**config.mk**
```make
export PLATFORM = sky130hd
export DESIGN_NAME = format_specifier_parser_flat
export DESIGN_NICKNAME = d
export VERILOG_FILES = /design/src/rtl/fsp_pkg.sv /design/src/rtl/fsp_if.sv /design/src/rtl/fsp_step.sv /design/src/rtl/format_specifier_parser.sv /design/src/flat_wrapper.sv
export SDC_FILE = /design/constraint.sdc
export NUM_CORES = 1
export LEC_CHECK = 0
export ABC_AREA = 1
export BUFFER_PORTS_ARGS = -buffer_cell sky130_fd_sc_hd__buf_2
export CAP_MARGIN = 20
export CORE_MARGIN = 3
export CORE_UTILIZATION = 57
export CTS_BUF_LIST = sky130_fd_sc_hd__clkbuf_4
export DETAILED_ROUTE_END_ITERATION = 12
export PLACE_DENSITY = 0.79
export SLEW_MARGIN = 20
export SYNTH_ARGS = -nofsm -noshare
export SYNTH_HDL_FRONTEND = slang
export SYNTH_SLANG_ARGS = --single-unit
```
**constraint.sdc**
```tcl
create_clock -name clk -period 6.4 [get_ports clk]
set_clock_uncertainty 0.05 [all_clocks]
set_input_delay 0.32 -clock clk [delete_from_list [all_inputs] [get_ports clk]]
set_output_delay 0.32 -clock clk [all_outputs]
set_load 0.02 [all_outputs]
```
**src/rtl/fsp_pkg.sv**
```systemverilog
// Shared types, constants and helper functions for the format specifier parser.
// Depends on nothing; fsp_step and the top level refer to it by scoped names.
package fsp_pkg;

  localparam logic [30:0] SAT31   = 31'h7FFF_FFFF;
  localparam logic [15:0] CNT_MAX = 16'hFFFF;

  // Characters with a meaning of their own inside a specifier.
  localparam logic [7:0] CH_SPACE = 8'h20;
  localparam logic [7:0] CH_HASH  = 8'h23;
  localparam logic [7:0] CH_STAR  = 8'h2A;
  localparam logic [7:0] CH_PLUS  = 8'h2B;
  localparam logic [7:0] CH_MINUS = 8'h2D;
  localparam logic [7:0] CH_DOT   = 8'h2E;
  localparam logic [7:0] CH_ZERO  = 8'h30;
  localparam logic [7:0] CH_NINE  = 8'h39;
  localparam logic [7:0] CH_H     = 8'h68;
  localparam logic [7:0] CH_L     = 8'h6C;
  localparam logic [7:0] CH_J     = 8'h6A;
  localparam logic [7:0] CH_Z     = 8'h7A;
  localparam logic [7:0] CH_UC_D  = 8'h44;
  localparam logic [7:0] CH_UC_O  = 8'h4F;
  localparam logic [7:0] CH_UC_U  = 8'h55;
  localparam logic [7:0] CH_UC_X  = 8'h58;
  localparam logic [7:0] CH_LC_D  = 8'h64;
  localparam logic [7:0] CH_LC_I  = 8'h69;
  localparam logic [7:0] CH_LC_O  = 8'h6F;
  localparam logic [7:0] CH_LC_U  = 8'h75;
  localparam logic [7:0] CH_LC_X  = 8'h78;

  typedef enum logic [1:0] {
    MODE_NORMAL,
    MODE_DOT,
    MODE_WIDTH,
    MODE_PREC
  } scan_mode_t;

  typedef enum logic [2:0] {
    MOD_NONE,
    MOD_H,
    MOD_L,
    MOD_J,
    MOD_Z
  } mod_code_t;

  typedef enum logic [1:0] {
    ZP_NONE,
    ZP_ZERO,
    ZP_NONZERO
  } zero_mark_t;

  typedef struct packed {
    logic space;
    logic hash;
    logic minus;
    logic plus;
  } sign_flags_t;

  typedef struct packed {
    logic               prev_dot;
    scan_mode_t         mode;
    logic [30:0]        width_acc;
    logic signed [31:0] precision_acc;
    sign_flags_t        flags;
    zero_mark_t         zero_mark;
    mod_code_t          mod_first;
    mod_code_t          mod_second;
    logic [15:0]        char_count;
  } spec_state_t;

  localparam spec_state_t ST_RESET = '{
    prev_dot:      1'b0,
    mode:          MODE_NORMAL,
    width_acc:     31'd0,
    precision_acc: 32'sd0,
    flags:         '0,
    zero_mark:     ZP_NONE,
    mod_first:     MOD_NONE,
    mod_second:    MOD_NONE,
    char_count:    16'd0
  };

  typedef struct packed {
    logic [7:0]         conversion;
    logic [30:0]        width;
    logic signed [31:0] precision;
    logic               flag_plus;
    logic               flag_minus;
    logic               flag_hash;
    logic               flag_space;
    logic [1:0]         zero_pad;
    logic [2:0]         length_mod;
    logic [1:0]         length_doubled;
    logic [15:0]        spec_length;
  } spec_result_t;

  function automatic logic is_digit(input logic [7:0] c);
    return (c >= CH_ZERO) && (c <= CH_NINE);
  endfunction

  function automatic logic is_spec_char(input logic [7:0] c);
    return is_digit(c) || c == CH_SPACE || c == CH_STAR || c == CH_HASH ||
           c == CH_PLUS || c == CH_MINUS || c == CH_DOT || c == CH_H ||
           c == CH_L || c == CH_J || c == CH_Z;
  endfunction

  function automatic mod_code_t mod_code_of(input logic [7:0] c);
    mod_code_t m;
    case (c)
      CH_H:    m = MOD_H;
      CH_L:    m = MOD_L;
      CH_J:    m = MOD_J;
      CH_Z:    m = MOD_Z;
      default: m = MOD_NONE;
    endcase
    return m;
  endfunction

  // Multiply by ten and add one decimal digit, saturating at SAT31.
  function automatic logic [30:0] acc_dec_sat(input logic [30:0] v, input logic [3:0] d);
    logic [34:0] t;
    t = ({4'b0, v} << 3) + ({4'b0, v} << 1) + {31'b0, d};
    return (t > {4'b0, SAT31}) ? SAT31 : t[30:0];
  endfunction

endpackage

```
**src/rtl/fsp_if.sv**
```systemverilog
// Channel interfaces for the format specifier parser: character beats in, results out.
// Stand-alone; the payload fields match the widths used in fsp_pkg.
interface fsp_in_if;
  logic               valid;
  logic               ready;
  logic [7:0]         ch;
  logic               start_req;
  logic signed [31:0] star_value;

  modport source (output valid, ch, start_req, star_value, input ready);
  modport sink   (input valid, ch, start_req, star_value, output ready);
endinterface

interface fsp_out_if;
  logic               valid;
  logic               ready;
  logic [7:0]         conversion;
  logic [30:0]        width;
  logic signed [31:0] precision;
  logic               flag_plus;
  logic               flag_minus;
  logic               flag_hash;
  logic               flag_space;
  logic [1:0]         zero_pad;
  logic [2:0]         length_mod;
  logic [1:0]         length_doubled;
  logic [15:0]        spec_length;

  modport source (output valid, conversion, width, precision, flag_plus, flag_minus,
                  flag_hash, flag_space, zero_pad, length_mod, length_doubled,
                  spec_length, input ready);
  modport sink   (input valid, conversion, width, precision, flag_plus, flag_minus,
                  flag_hash, flag_space, zero_pad, length_mod, length_doubled,
                  spec_length, output ready);
endinterface

```
**src/rtl/fsp_step.sv**
```systemverilog
// Per-character decision logic: next parser state and the result of a terminating character.
// Depends on fsp_pkg.
module fsp_step (
  input  logic [7:0]           ch,
  input  logic                 start_req,
  input  logic signed [31:0]   star_value,
  input  fsp_pkg::spec_state_t st,
  output fsp_pkg::spec_state_t st_next,
  output logic                 term,
  output fsp_pkg::spec_result_t res
);

  fsp_pkg::spec_state_t cur;
  fsp_pkg::mod_code_t   code;
  logic [3:0]           digit;
  logic                 neg;
  logic [31:0]          mag;
  logic [30:0]          mag_sat;
  logic                 cancel_prec_set;
  logic                 cancel_int_set;
  logic [1:0]           zp;

  always_comb begin
    cur     = start_req ? fsp_pkg::ST_RESET : st;
    code    = fsp_pkg::mod_code_of(ch);
    digit   = ch[3:0];
    neg     = star_value[31];
    mag     = neg ? (~star_value + 32'd1) : star_value;
    mag_sat = mag[31] ? fsp_pkg::SAT31 : mag[30:0];
    term    = !fsp_pkg::is_spec_char(ch);

    cancel_prec_set = ch == fsp_pkg::CH_LC_D || ch == fsp_pkg::CH_UC_D ||
                      ch == fsp_pkg::CH_LC_I || ch == fsp_pkg::CH_LC_O ||
                      ch == fsp_pkg::CH_UC_O || ch == fsp_pkg::CH_LC_X ||
                      ch == fsp_pkg::CH_UC_X;
    cancel_int_set  = cancel_prec_set || ch == fsp_pkg::CH_LC_U || ch == fsp_pkg::CH_UC_U;

    zp = cur.zero_mark;
    if (cancel_prec_set && cur.precision_acc == -32'sd1) begin
      zp = fsp_pkg::ZP_NONE;
    end
    if (cancel_int_set && (cur.flags.minus || cur.precision_acc > 32'sd0)) begin
      zp = fsp_pkg::ZP_NONE;
    end

    res.conversion     = ch;
    res.width          = cur.width_acc;
    res.precision      = cur.precision_acc;
    res.flag_plus      = cur.flags.plus;
    res.flag_minus     = cur.flags.minus;
    res.flag_hash      = cur.flags.hash;
    res.flag_space     = cur.flags.space;
    res.zero_pad       = zp;
    res.length_mod     = cur.mod_first;
    // A doubled modifier only survives if the final modifier is the same letter.
    res.length_doubled = (cur.mod_first == cur.mod_second) ? cur.mod_second[1:0] : 2'd0;
    res.spec_length    = cur.char_count;

    st_next = cur;
    if (term) begin
      st_next = fsp_pkg::ST_RESET;
    end else begin
      if (fsp_pkg::is_digit(ch)) begin
        case (cur.mode)
          fsp_pkg::MODE_PREC: begin
            st_next.precision_acc =
              {1'b0, fsp_pkg::acc_dec_sat(cur.precision_acc[30:0], digit)};
          end
          fsp_pkg::MODE_WIDTH: begin
            st_next.width_acc = fsp_pkg::acc_dec_sat(cur.width_acc, digit);
          end
          default: begin
            if (cur.mode == fsp_pkg::MODE_DOT && digit != 4'd0) begin
              st_next.precision_acc = {28'd0, digit};
              st_next.mode          = fsp_pkg::MODE_PREC;
            end else begin
              if (cur.zero_mark == fsp_pkg::ZP_NONE) begin
                st_next.zero_mark = (digit != 4'd0) ? fsp_pkg::ZP_NONZERO : fsp_pkg::ZP_ZERO;
              end
              if (cur.mode == fsp_pkg::MODE_DOT) begin
                st_next.mode = fsp_pkg::MODE_NORMAL;
              end else begin
                st_next.width_acc = {27'd0, digit};
                st_next.mode      = fsp_pkg::MODE_WIDTH;
              end
            end
          end
        endcase
      end else if (ch == fsp_pkg::CH_DOT) begin
        st_next.precision_acc = -32'sd1;
        st_next.mode          = fsp_pkg::MODE_DOT;
      end else begin
        st_next.mode = fsp_pkg::MODE_NORMAL;
        if (ch == fsp_pkg::CH_PLUS)  st_next.flags.plus  = 1'b1;
        if (ch == fsp_pkg::CH_MINUS) st_next.flags.minus = 1'b1;
        if (ch == fsp_pkg::CH_HASH)  st_next.flags.hash  = 1'b1;
        if (ch == fsp_pkg::CH_SPACE) st_next.flags.space = 1'b1;
        if (cur.mod_second == fsp_pkg::MOD_NONE && cur.mod_first != fsp_pkg::MOD_NONE &&
            (ch == fsp_pkg::CH_H || ch == fsp_pkg::CH_L) && code == cur.mod_first) begin
          st_next.mod_second = code;
        end
        if ((cur.mod_first == fsp_pkg::MOD_NONE || ch == fsp_pkg::CH_L) &&
            code != fsp_pkg::MOD_NONE) begin
          st_next.mod_first = code;
        end
        if (ch == fsp_pkg::CH_STAR) begin
          if (cur.prev_dot) begin
            if (neg) begin
              st_next.precision_acc = 32'sd0;
            end else if (star_value == 32'sd0) begin
              st_next.precision_acc = -32'sd1;
            end else begin
              st_next.precision_acc = star_value;
            end
          end else begin
            if (neg) st_next.flags.minus = 1'b1;
            st_next.width_acc = mag_sat;
          end
        end
      end
      st_next.prev_dot = (ch == fsp_pkg::CH_DOT);
      if (cur.char_count != fsp_pkg::CNT_MAX) begin
        st_next.char_count = cur.char_count + 16'd1;
      end
    end
  end

endmodule

```
**src/rtl/format_specifier_parser.sv**
```systemverilog
// Top level of the format specifier parser: input register, parser state and result register.
// Depends on fsp_pkg, fsp_if.sv (fsp_in_if, fsp_out_if) and fsp_step.
//
// The parser takes one character beat per clock cycle from the text that follows a percent
// sign and keeps the specifier being built (flags, width, precision, length modifier and the
// count of characters taken). A beat with start_req set discards anything partly built before
// its character is looked at. Any character outside the specifier set, NUL included, ends the
// specifier and yields exactly one result beat carrying that character as the conversion
// letter; all other characters yield nothing. Each character waits in the input register and
// is folded into the parser state as it leaves it, so while no stall holds it the sustained
// rate is one character per cycle. A terminating character's result beat is written to the
// result register as that character leaves the input register. The only stall comes from
// the result register: a terminating character waits in the input register while an earlier
// result has not yet been taken, and input ready then follows the output side's ready within
// the same cycle. Width and precision saturate at 2147483647, the character count at 65535.
module format_specifier_parser (
  input  logic            clk,
  input  logic            rst,
  fsp_in_if.sink          spec_in,
  fsp_out_if.source       spec_out
);

  // Input register stage.
  logic               s1_valid;
  logic [7:0]         s1_ch;
  logic               s1_start;
  logic signed [31:0] s1_star;

  // Parser state and result register.
  fsp_pkg::spec_state_t  st;
  fsp_pkg::spec_state_t  st_next;
  fsp_pkg::spec_result_t step_res;
  fsp_pkg::spec_result_t out_res;
  logic                  step_term;
  logic                  out_valid;
  logic                  s1_fire;

  fsp_step u_step (
    .ch         (s1_ch),
    .start_req  (s1_start),
    .star_value (s1_star),
    .st         (st),
    .st_next    (st_next),
    .term       (step_term),
    .res        (step_res)
  );

  // A character that produces no result never needs the result register.
  assign s1_fire       = s1_valid && (!step_term || !out_valid || spec_out.ready);
  assign spec_in.ready = !s1_valid || s1_fire;

  always_ff @(posedge clk) begin
    if (rst) begin
      s1_valid <= 1'b0;
    end else if (spec_in.ready) begin
      s1_valid <= spec_in.valid;
    end
  end

  always_ff @(posedge clk) begin
    if (spec_in.valid && spec_in.ready) begin
      s1_ch    <= spec_in.ch;
      s1_start <= spec_in.start_req;
      s1_star  <= spec_in.star_value;
    end
  end

  always_ff @(posedge clk) begin
    if (rst) begin
      st <= fsp_pkg::ST_RESET;
    end else if (s1_fire) begin
      st <= st_next;
    end
  end

  always_ff @(posedge clk) begin
    if (rst) begin
      out_valid <= 1'b0;
    end else if (s1_fire && step_term) begin
      out_valid <= 1'b1;
    end else if (spec_out.ready) begin
      out_valid <= 1'b0;
    end
  end

  always_ff @(posedge clk) begin
    if (s1_fire && step_term) begin
      out_res <= step_res;
    end
  end

  assign spec_out.valid          = out_valid;
  assign spec_out.conversion     = out_res.conversion;
  assign spec_out.width          = out_res.width;
  assign spec_out.precision      = out_res.precision;
  assign spec_out.flag_plus      = out_res.flag_plus;
  assign spec_out.flag_minus     = out_res.flag_minus;
  assign spec_out.flag_hash      = out_res.flag_hash;
  assign spec_out.flag_space     = out_res.flag_space;
  assign spec_out.zero_pad       = out_res.zero_pad;
  assign spec_out.length_mod     = out_res.length_mod;
  assign spec_out.length_doubled = out_res.length_doubled;
  assign spec_out.spec_length    = out_res.spec_length;

  // A terminating character leaves the parser in its cleared state.
  a_clear_after_term: assert property (@(posedge clk) disable iff (rst)
    s1_fire && step_term |=> st.char_count == 16'd0 && !st.prev_dot &&
                             st.mode == fsp_pkg::MODE_NORMAL)
    else $error("parser state not cleared after a terminating character");

  // Inside a precision digit run the accumulated precision is always positive.
  a_prec_positive: assert property (@(posedge clk) disable iff (rst)
    st.mode == fsp_pkg::MODE_PREC |-> st.precision_acc > 32'sd0)
    else $error("precision run with non-positive precision");

  // A result never carries a digit or a dot as its conversion letter.
  a_conv_not_spec: assert property (@(posedge clk) disable iff (rst)
    spec_out.valid |-> !(spec_out.conversion >= fsp_pkg::CH_ZERO &&
                         spec_out.conversion <= fsp_pkg::CH_NINE) &&
                       spec_out.conversion != fsp_pkg::CH_DOT)
    else $error("result beat with a specifier character as conversion");

  // Result codes stay within their defined ranges.
  a_codes_range: assert property (@(posedge clk) disable iff (rst)
    spec_out.valid |-> spec_out.zero_pad != 2'd3 && spec_out.length_mod <= 3'd4 &&
                       spec_out.length_doubled != 2'd3)
    else $error("result beat with an undefined code");

endmodule

```
**src/flat_wrapper.sv**
```systemverilog
// flat-port wrapper written by rule: the top's interface ports become plain ports
module format_specifier_parser_flat 
  (clk, rst, spec_in_valid, spec_in_ch, spec_in_start_req, spec_in_star_value, spec_in_ready, spec_out_valid, spec_out_conversion, spec_out_width, spec_out_precision, spec_out_flag_plus, spec_out_flag_minus, spec_out_flag_hash, spec_out_flag_space, spec_out_zero_pad, spec_out_length_mod, spec_out_length_doubled, spec_out_spec_length, spec_out_ready);
  fsp_in_if spec_in_i ();
  fsp_out_if spec_out_i ();
  input  logic clk;
  input  logic rst;
  input wire logic [$bits(spec_in_i.valid)-1:0] spec_in_valid;
  input wire logic [$bits(spec_in_i.ch)-1:0] spec_in_ch;
  input wire logic [$bits(spec_in_i.start_req)-1:0] spec_in_start_req;
  input wire logic [$bits(spec_in_i.star_value)-1:0] spec_in_star_value;
  output wire logic [$bits(spec_in_i.ready)-1:0] spec_in_ready;
  output wire logic [$bits(spec_out_i.valid)-1:0] spec_out_valid;
  output wire logic [$bits(spec_out_i.conversion)-1:0] spec_out_conversion;
  output wire logic [$bits(spec_out_i.width)-1:0] spec_out_width;
  output wire logic [$bits(spec_out_i.precision)-1:0] spec_out_precision;
  output wire logic [$bits(spec_out_i.flag_plus)-1:0] spec_out_flag_plus;
  output wire logic [$bits(spec_out_i.flag_minus)-1:0] spec_out_flag_minus;
  output wire logic [$bits(spec_out_i.flag_hash)-1:0] spec_out_flag_hash;
  output wire logic [$bits(spec_out_i.flag_space)-1:0] spec_out_flag_space;
  output wire logic [$bits(spec_out_i.zero_pad)-1:0] spec_out_zero_pad;
  output wire logic [$bits(spec_out_i.length_mod)-1:0] spec_out_length_mod;
  output wire logic [$bits(spec_out_i.length_doubled)-1:0] spec_out_length_doubled;
  output wire logic [$bits(spec_out_i.spec_length)-1:0] spec_out_spec_length;
  input wire logic [$bits(spec_out_i.ready)-1:0] spec_out_ready;
  assign spec_in_i.valid = spec_in_valid;
  assign spec_in_i.ch = spec_in_ch;
  assign spec_in_i.start_req = spec_in_start_req;
  assign spec_in_i.star_value = spec_in_star_value;
  assign spec_in_ready = spec_in_i.ready;
  assign spec_out_valid = spec_out_i.valid;
  assign spec_out_conversion = spec_out_i.conversion;
  assign spec_out_width = spec_out_i.width;
  assign spec_out_precision = spec_out_i.precision;
  assign spec_out_flag_plus = spec_out_i.flag_plus;
  assign spec_out_flag_minus = spec_out_i.flag_minus;
  assign spec_out_flag_hash = spec_out_i.flag_hash;
  assign spec_out_flag_space = spec_out_i.flag_space;
  assign spec_out_zero_pad = spec_out_i.zero_pad;
  assign spec_out_length_mod = spec_out_i.length_mod;
  assign spec_out_length_doubled = spec_out_i.length_doubled;
  assign spec_out_spec_length = spec_out_i.spec_length;
  assign spec_out_i.ready = spec_out_ready;
  format_specifier_parser u_core (.clk(clk), .rst(rst), .spec_in(spec_in_i), .spec_out(spec_out_i));
endmodule
```
; ---- After elaboration in Yosys (flattened, before gate mapping)
; Cells that the tools add are included.
[totals]
reg_bits = 235
latchBits = 0
wordCells = 159
in_bits = 45
mem_bits_ro = 0
out_inout_bits = 100
mem_count = 0
ram_bits = 0
[classes]
n_mux = 45
n_eq_ne = 26
n_div = 0
multipliers = 0
n_lt_le_gt_ge = 5
n_bitwise = 1
n_reduce_logical = 48
add_sub_neg = 6
n_shift = 0
[ops]
columns = op, count
row1 = 31-bit two-way mux, 7
row2 = 32-bit two-way mux, 6
row3 = 94-bit two-way mux, 2
row4 = "8-bit by 7-bit == test with 1-bit output, second input constant", 13
row5 = 34-bit by 32-bit adder with 35-bit output, 2
row6 = 35-bit by 4-bit adder with 35-bit output, 2
row7 = "35-bit by 31-bit greater-than comparator with 1-bit output, second input constant", 2
row8 = 65-bit two-way mux, 1
row9 = 32-bit case mux with 2 select lines, 1
row10 = 63-bit two-way mux, 1
row11 = 31-bit case mux with 2 select lines, 1
row12 = "8-bit by 6-bit == test with 1-bit output, second input constant", 6
row13 = "32-bit by 1-bit adder with 32-bit output, second input constant", 1
row14 = "32-bit by 1-bit == test with 1-bit output, second input constant", 1
row15 = "32-bit by 1-bit greater-than comparator with 1-bit output, second input constant", 1
row16 = 32-bit zero test, 1
row17 = 32-bit NOT, 1
row18 = 1-bit logical OR, 24
row19 = "16-bit by 1-bit adder with 16-bit output, second input constant", 1
row20 = 16-bit two-way mux, 1
row21 = 2-bit two-way mux, 8
row22 = "16-bit != test, second input constant", 1
row23 = 6-bit two-way mux, 2
row24 = 3-bit case mux with 4 select lines, 1
row25 = other kinds (16), 44

; ---- Logic depth before layout (Yosys ltp)
[logic_depth]
word_depth = 17
ltp_mapped = 29
depth_no_buf = 26

; ---- By module
; From an unflattened synthesis, not the netlist that was laid out.
[unflattened]
hier_cells = 3209
area_unflattened_um2 = 20380.8
[by_module_without_submodules]
columns = module, area_each_um2, cells_each, seq_area_each_um2, instances
row1 = fsp_step, 11986.5, 2439, 0.0, 1
row2 = format_specifier_parser, 8394.3, 770, 6095.8, 1

; ---- Worst setup path after synthesis
; No wires, ideal clock.
[synth_path]
path_kind = register to register
from = reg u_core.s1_ch[2]
to = reg u_core.out_res (netlist bit u_core.spec_out.conversion[0]), enable pin
t_required_ps = 5793
setup_time_ps = 557
slack_ps = 257
n_path_buf = 1
arrival_time_ps = 5536
path_stages_with_launch = 13
path_cell_list = edfxtp_1 -> buf_2 -> nor2_2 -> nand2_2 -> nor2_8 -> inv_4 -> nand2_1 -> nor2_1 -> o211ai_2 -> nor2_2 -> nand3_2 -> nand2_2 -> nor2_1
[synth_between]
elab_chain_cells = 16
word_cells_on_any_way = 28
[synth_rtl]
columns = item, line_no
row1 = "start, declared", format_specifier_parser.sv:25  ; logic [7:0] s1_ch;
row2 = "start signal, assigned", format_specifier_parser.sv:62  ; s1_ch <= spec_in.ch;
row3 = 8-bit by 6-bit greater-or-equal comparator with 1-bit output / 8-bit by 6-bit less-or-equal comparator with 1-bit output (equally long branches), fsp_pkg.sv:98  ; return (c >= CH_ZERO) && (c <= CH_NINE);
row4 = 1-bit logical AND, fsp_pkg.sv:98
row5 = 1-bit logical OR (4 in series), fsp_pkg.sv:102  ; return is_digit(c) || c == CH_SPACE || c == CH_STAR || c == CH_HASH ||
row6 = 1-bit logical OR (4 in series), fsp_pkg.sv:103  ; c == CH_PLUS || c == CH_MINUS || c == CH_DOT || c == CH_H ||
row7 = 1-bit logical OR, fsp_pkg.sv:104  ; c == CH_L || c == CH_J || c == CH_Z;
row8 = 1-bit logical OR (*), fsp_pkg.sv:104
row9 = 1-bit logical OR (2 in series), format_specifier_parser.sv:49  ; assign s1_fire = s1_valid && (!step_term || !out_valid || spec_out.ready);
row10 = 1-bit logical AND, format_specifier_parser.sv:49
row11 = 1-bit logical AND (*), format_specifier_parser.sv:87  ; if (s1_fire && step_term) begin
row12 = "end signal, assigned", format_specifier_parser.sv:88  ; out_res <= step_res;
row13 = "end, declared", format_specifier_parser.sv:33  ; fsp_pkg::spec_result_t out_res;
; Every way passes the cells marked *; elsewhere a longest branch is shown, timed or not.
; A chain may end at the register's enable or synchronous reset.

==> impl_metrics.env <==
export IMPL_synth_flop_cell="edfxtp_1"
export IMPL_dp_hpwl_um=41600
export IMPL_slew_headroom_pct=22.4
export IMPL_cts_root_buf="clkbuf_4"
export IMPL_wl_per_cell_um=18.1
export IMPL_cts_tree="yes"
export IMPL_maxSlewViolCount=0
export IMPL_ir_drop_uv=241
export IMPL_clk_latency_ns=0.74
export IMPL_cp_depth=24
export IMPL_antenna_found_initial=3
export IMPL_syn_nets=2794
export IMPL_coreArea_um2=31100
export IMPL_numCtsBuffers=66
export IMPL_cts_sinks=235
export IMPL_ys_async_sr_fraction_pct=0
export IMPL_synth_edf_count=139
export IMPL_p_leak_nw=9.19
export IMPL_finalInstanceArea_um2=20500
export IMPL_cp_buffers_inverters=4
export IMPL_die_w_um=185
export IMPL_postCtsResizedCells=0
export IMPL_dieHeight_um=185
export IMPL_postSynthAreaPerCell_um2=6.94
export IMPL_final_cells=3245
export IMPL_hold_worst_slack_ns=0.258
export IMPL_cp_cell_sequence="nor2_1, inv_1, nor2_1, nor2_1, ha_1, inv_1, fa_1, inv_1, nand3_1, nand2_1, nand2_1, nand2_1, nand3_1, nand3_1, nand2_1, nand3_1, nand2_1, nor2_1, buf_4, nand3_1, nand2_1, nand2_1, nand2_1, a21oi_1"
export IMPL_start_util_pct=58.6
export IMPL_slowest_stage="edfxtp_1"
export IMPL_final_util_pct=65.9
export IMPL_drv_cap=0
export IMPL_postCtsSetupBuffers=0
export IMPL_period_share_pct=74.5
export IMPL_critPathLaunchType="register"
export IMPL_hold_class="input port to register"
export IMPL_drive_gt1_share_pct=13.5
export IMPL_ant_nets=0
export IMPL_num_io_pins=145
export IMPL_rsz0062_at_grt="no"
export IMPL_ys_warn_count=0
export IMPL_cp_common_cell="nand2_1"
export IMPL_min_path_cells=2
export IMPL_timing_fmax_mhz=210
export IMPL_synthCells=2623
export IMPL_ys_types=51
export IMPL_crit_type="register to register"
export IMPL_clk_path_buf_depth=3
export IMPL_postPlaceCellArea_um2=19100
export IMPL_tightest_slew_ns=1.16
export IMPL_outcome="completed"
export IMPL_grt_pass1_wl_um=92200
export IMPL_routed_wl_um=58700
export IMPL_io_buffers=144
export IMPL_ys_seq_area_share_pct=33.5
export IMPL_fill_cells=2807
export IMPL_period_needed_ns=4.77
export IMPL_final_hold_violation_count=0
export IMPL_fin_nets=2967
export IMPL_dp_cells=3080
export IMPL_fin_setup_tns_ns=0
export IMPL_multiInputGateArea_um2=10400
export IMPL_via_per_inst=5.81
export IMPL_rr_worst_depth=24
export IMPL_drc=0
export IMPL_via_count=18853
export IMPL_grtUsageTotal_pct=33.9
export IMPL_gp_congestion=0.967
export IMPL_drt_iter0_drc=2014
export IMPL_final_cell_mix="nand2_1, inv_1, a21oi_1"
export IMPL_critPathMaxFanout=31
export IMPL_crit_family="simple AND/OR/NAND/NOR gates"
export IMPL_cp_arrival_ns=5.28
export IMPL_dieArea_um2=34100
export IMPL_grt_pass1_vias=17548
export IMPL_drtPass1Iterations=6
export IMPL_grt_overflow=0
export IMPL_power_density_nw_per_um2=172
export IMPL_setup_viol=0
export IMPL_cp_end_kind="register"
export IMPL_grt_start_max_net_pins=96
export IMPL_slowest_delay_ns=0.70
export IMPL_synth_seq_cells=235
export IMPL_synth_area_um2=18200
export IMPL_rows=64
export IMPL_cts_max_level=3
export IMPL_final_common_cell="nand2_1"
export IMPL_clk_pin_slew_ns=0.07
export IMPL_seq_area_um2=6100
export IMPL_required_ns=6.91
export IMPL_area_delta_synth_final_pct=12.4
==> power by group <==
group	internal [mW]	switching [mW]
clock network	0.813	0.685
registers	1.65	0.0422
logic	0.103	0.233
==> registers in the layout, indices dropped and copies added, names as in the netlist <==
register,flops
u_core.spec_out.width,31
u_core.spec_out.spec_length,16
u_core.spec_out.zero_pad,2
u_core.spec_out.precision,32
u_core.st,94
u_core.s1_start,1
u_core.spec_out.flag_hash,1
u_core.s1_ch,8
u_core.spec_out.conversion,8
u_core.spec_out.flag_minus,1
u_core.spec_out.length_doubled,2
u_core.s1_star,32
u_core.spec_out.flag_space,1
u_core.spec_out.flag_plus,1
u_core.spec_out.length_mod,3
u_core.spec_out.valid,1
u_core.s1_valid,1
==> cell usage after synthesis (6+ instances only) <==
cell type / number / area share [%]
nor4_1: 19 / 0.65
nor2_1: 249 / 5.1
o21ai_0: 105 / 2.9
nand4_1: 22 / 0.76
buf_4: 9 / 0.37
ha_1: 124 / 8.5
xor2_1: 43 / 2.1
nand3b_1: 9 / 0.37
buf_2: 24 / 0.66
clkbuf_1: 57 / 1.2
a221oi_1: 11 / 0.53
a31oi_1: 8 / 0.27
buf_6: 10 / 0.62
nand2_2: 7 / 0.24
nor2_2: 11 / 0.38
a21oi_1: 289 / 7.9
or2_2: 8 / 0.27
inv_1: 316 / 6.5
o211ai_1: 26 / 1.1
xnor2_1: 17 / 0.82
edfxtp_1: 139 / 23
a21o_1: 7 / 0.29
o21ai_1: 6 / 0.16
nand3_1: 138 / 3.8
nand2_1: 728 / 15
inv_2: 13 / 0.27
a21oi_2: 50 / 2.4
dfxtp_1: 96 / 11
nor3_1: 31 / 0.85
==> final timing paths <==
| kind | endpoint | from | slack (ns) |
|---|---|---|---|
| worst max register to register | u_core.st[41] | u_core.s1_start | 1.63 |
| worst max-delay path | u_core.st[41] | u_core.s1_start | 1.63 |
| worst min-delay path | u_core.st[1] | rst | 0.26 |
| worst min register to register | u_core.spec_out.conversion[7] | u_core.s1_ch[7] | 0.41 |
==> worst reg2reg max path, cell delays in order, from the launching register on <==
cell	delay, ns
edfxtp_1	0.70
nor2_1	0.62
inv_1	0.13
nor2_1	0.16
nor2_1	0.06
ha_1	0.29
inv_1	0.06
fa_1	0.43
inv_1	0.09
nand3_1	0.08
nand2_1	0.15
nand2_1	0.09
nand2_1	0.14
nand3_1	0.09
nand3_1	0.19
nand2_1	0.14
nand3_1	0.10
nand2_1	0.06
nor2_1	0.12
buf_4	0.35
nand3_1	0.20
nand2_1	0.11
nand2_1	0.05
nand2_1	0.09
a21oi_1	0.06
==> what timing repair did <==
action                                  4_1_cts  5_1_grt
endpoints found under the setup margin        0        0
hold endpoints to repair                     45        0
hold buffers                                 44        0
==> cell type report <==
cell class / count / area share (%)
Sequential cell: 235 / 29.8
Timing Repair Buffer: 208 / 6.66
Tap cell: 396 / 2.42
Multi-Input combinational cell: 1953 / 50.7
Antenna cell: 2 / 0.0244
Inverter: 332 / 6.11
Clock buffer: 103 / 3.78
Clock inverter: 16 / 0.574
==> stage by stage <==
step / power (mW) / setup WS, ns
after global placement: 2.02 / 1.88
after detailed placement: 2.03 / 1.83
after global routing: 3.65 / 1.42
after CTS: 3.52 / 1.77
after floorplan: 1.91 / 0.257
final: 3.52 / 1.63
==> routing by layer <==
| metal | GRT usage (%) | part of all wire (%) |
|---|---|---|
| met5 | 0 | 0.020 |
| met4 | 12.5 | 3.3 |
| met3 | 8.21 | 10 |
| met2 | 53.5 | 45 |
| met1 | 45.3 | 42 |
==> cells by family after synthesis <==
logic type,Yosys count,share of synthesized area (%)
AOI/OAI and AO/OA,524,16.5
xor gates and xnor gates,60,2.89
adders and majority gates,126,8.74
buffers and inverters,435,9.76
DFF,235,33.5
and+or+nand+nor,1243,28.6
No activity file was read; power rests on OpenSTA's default activity.
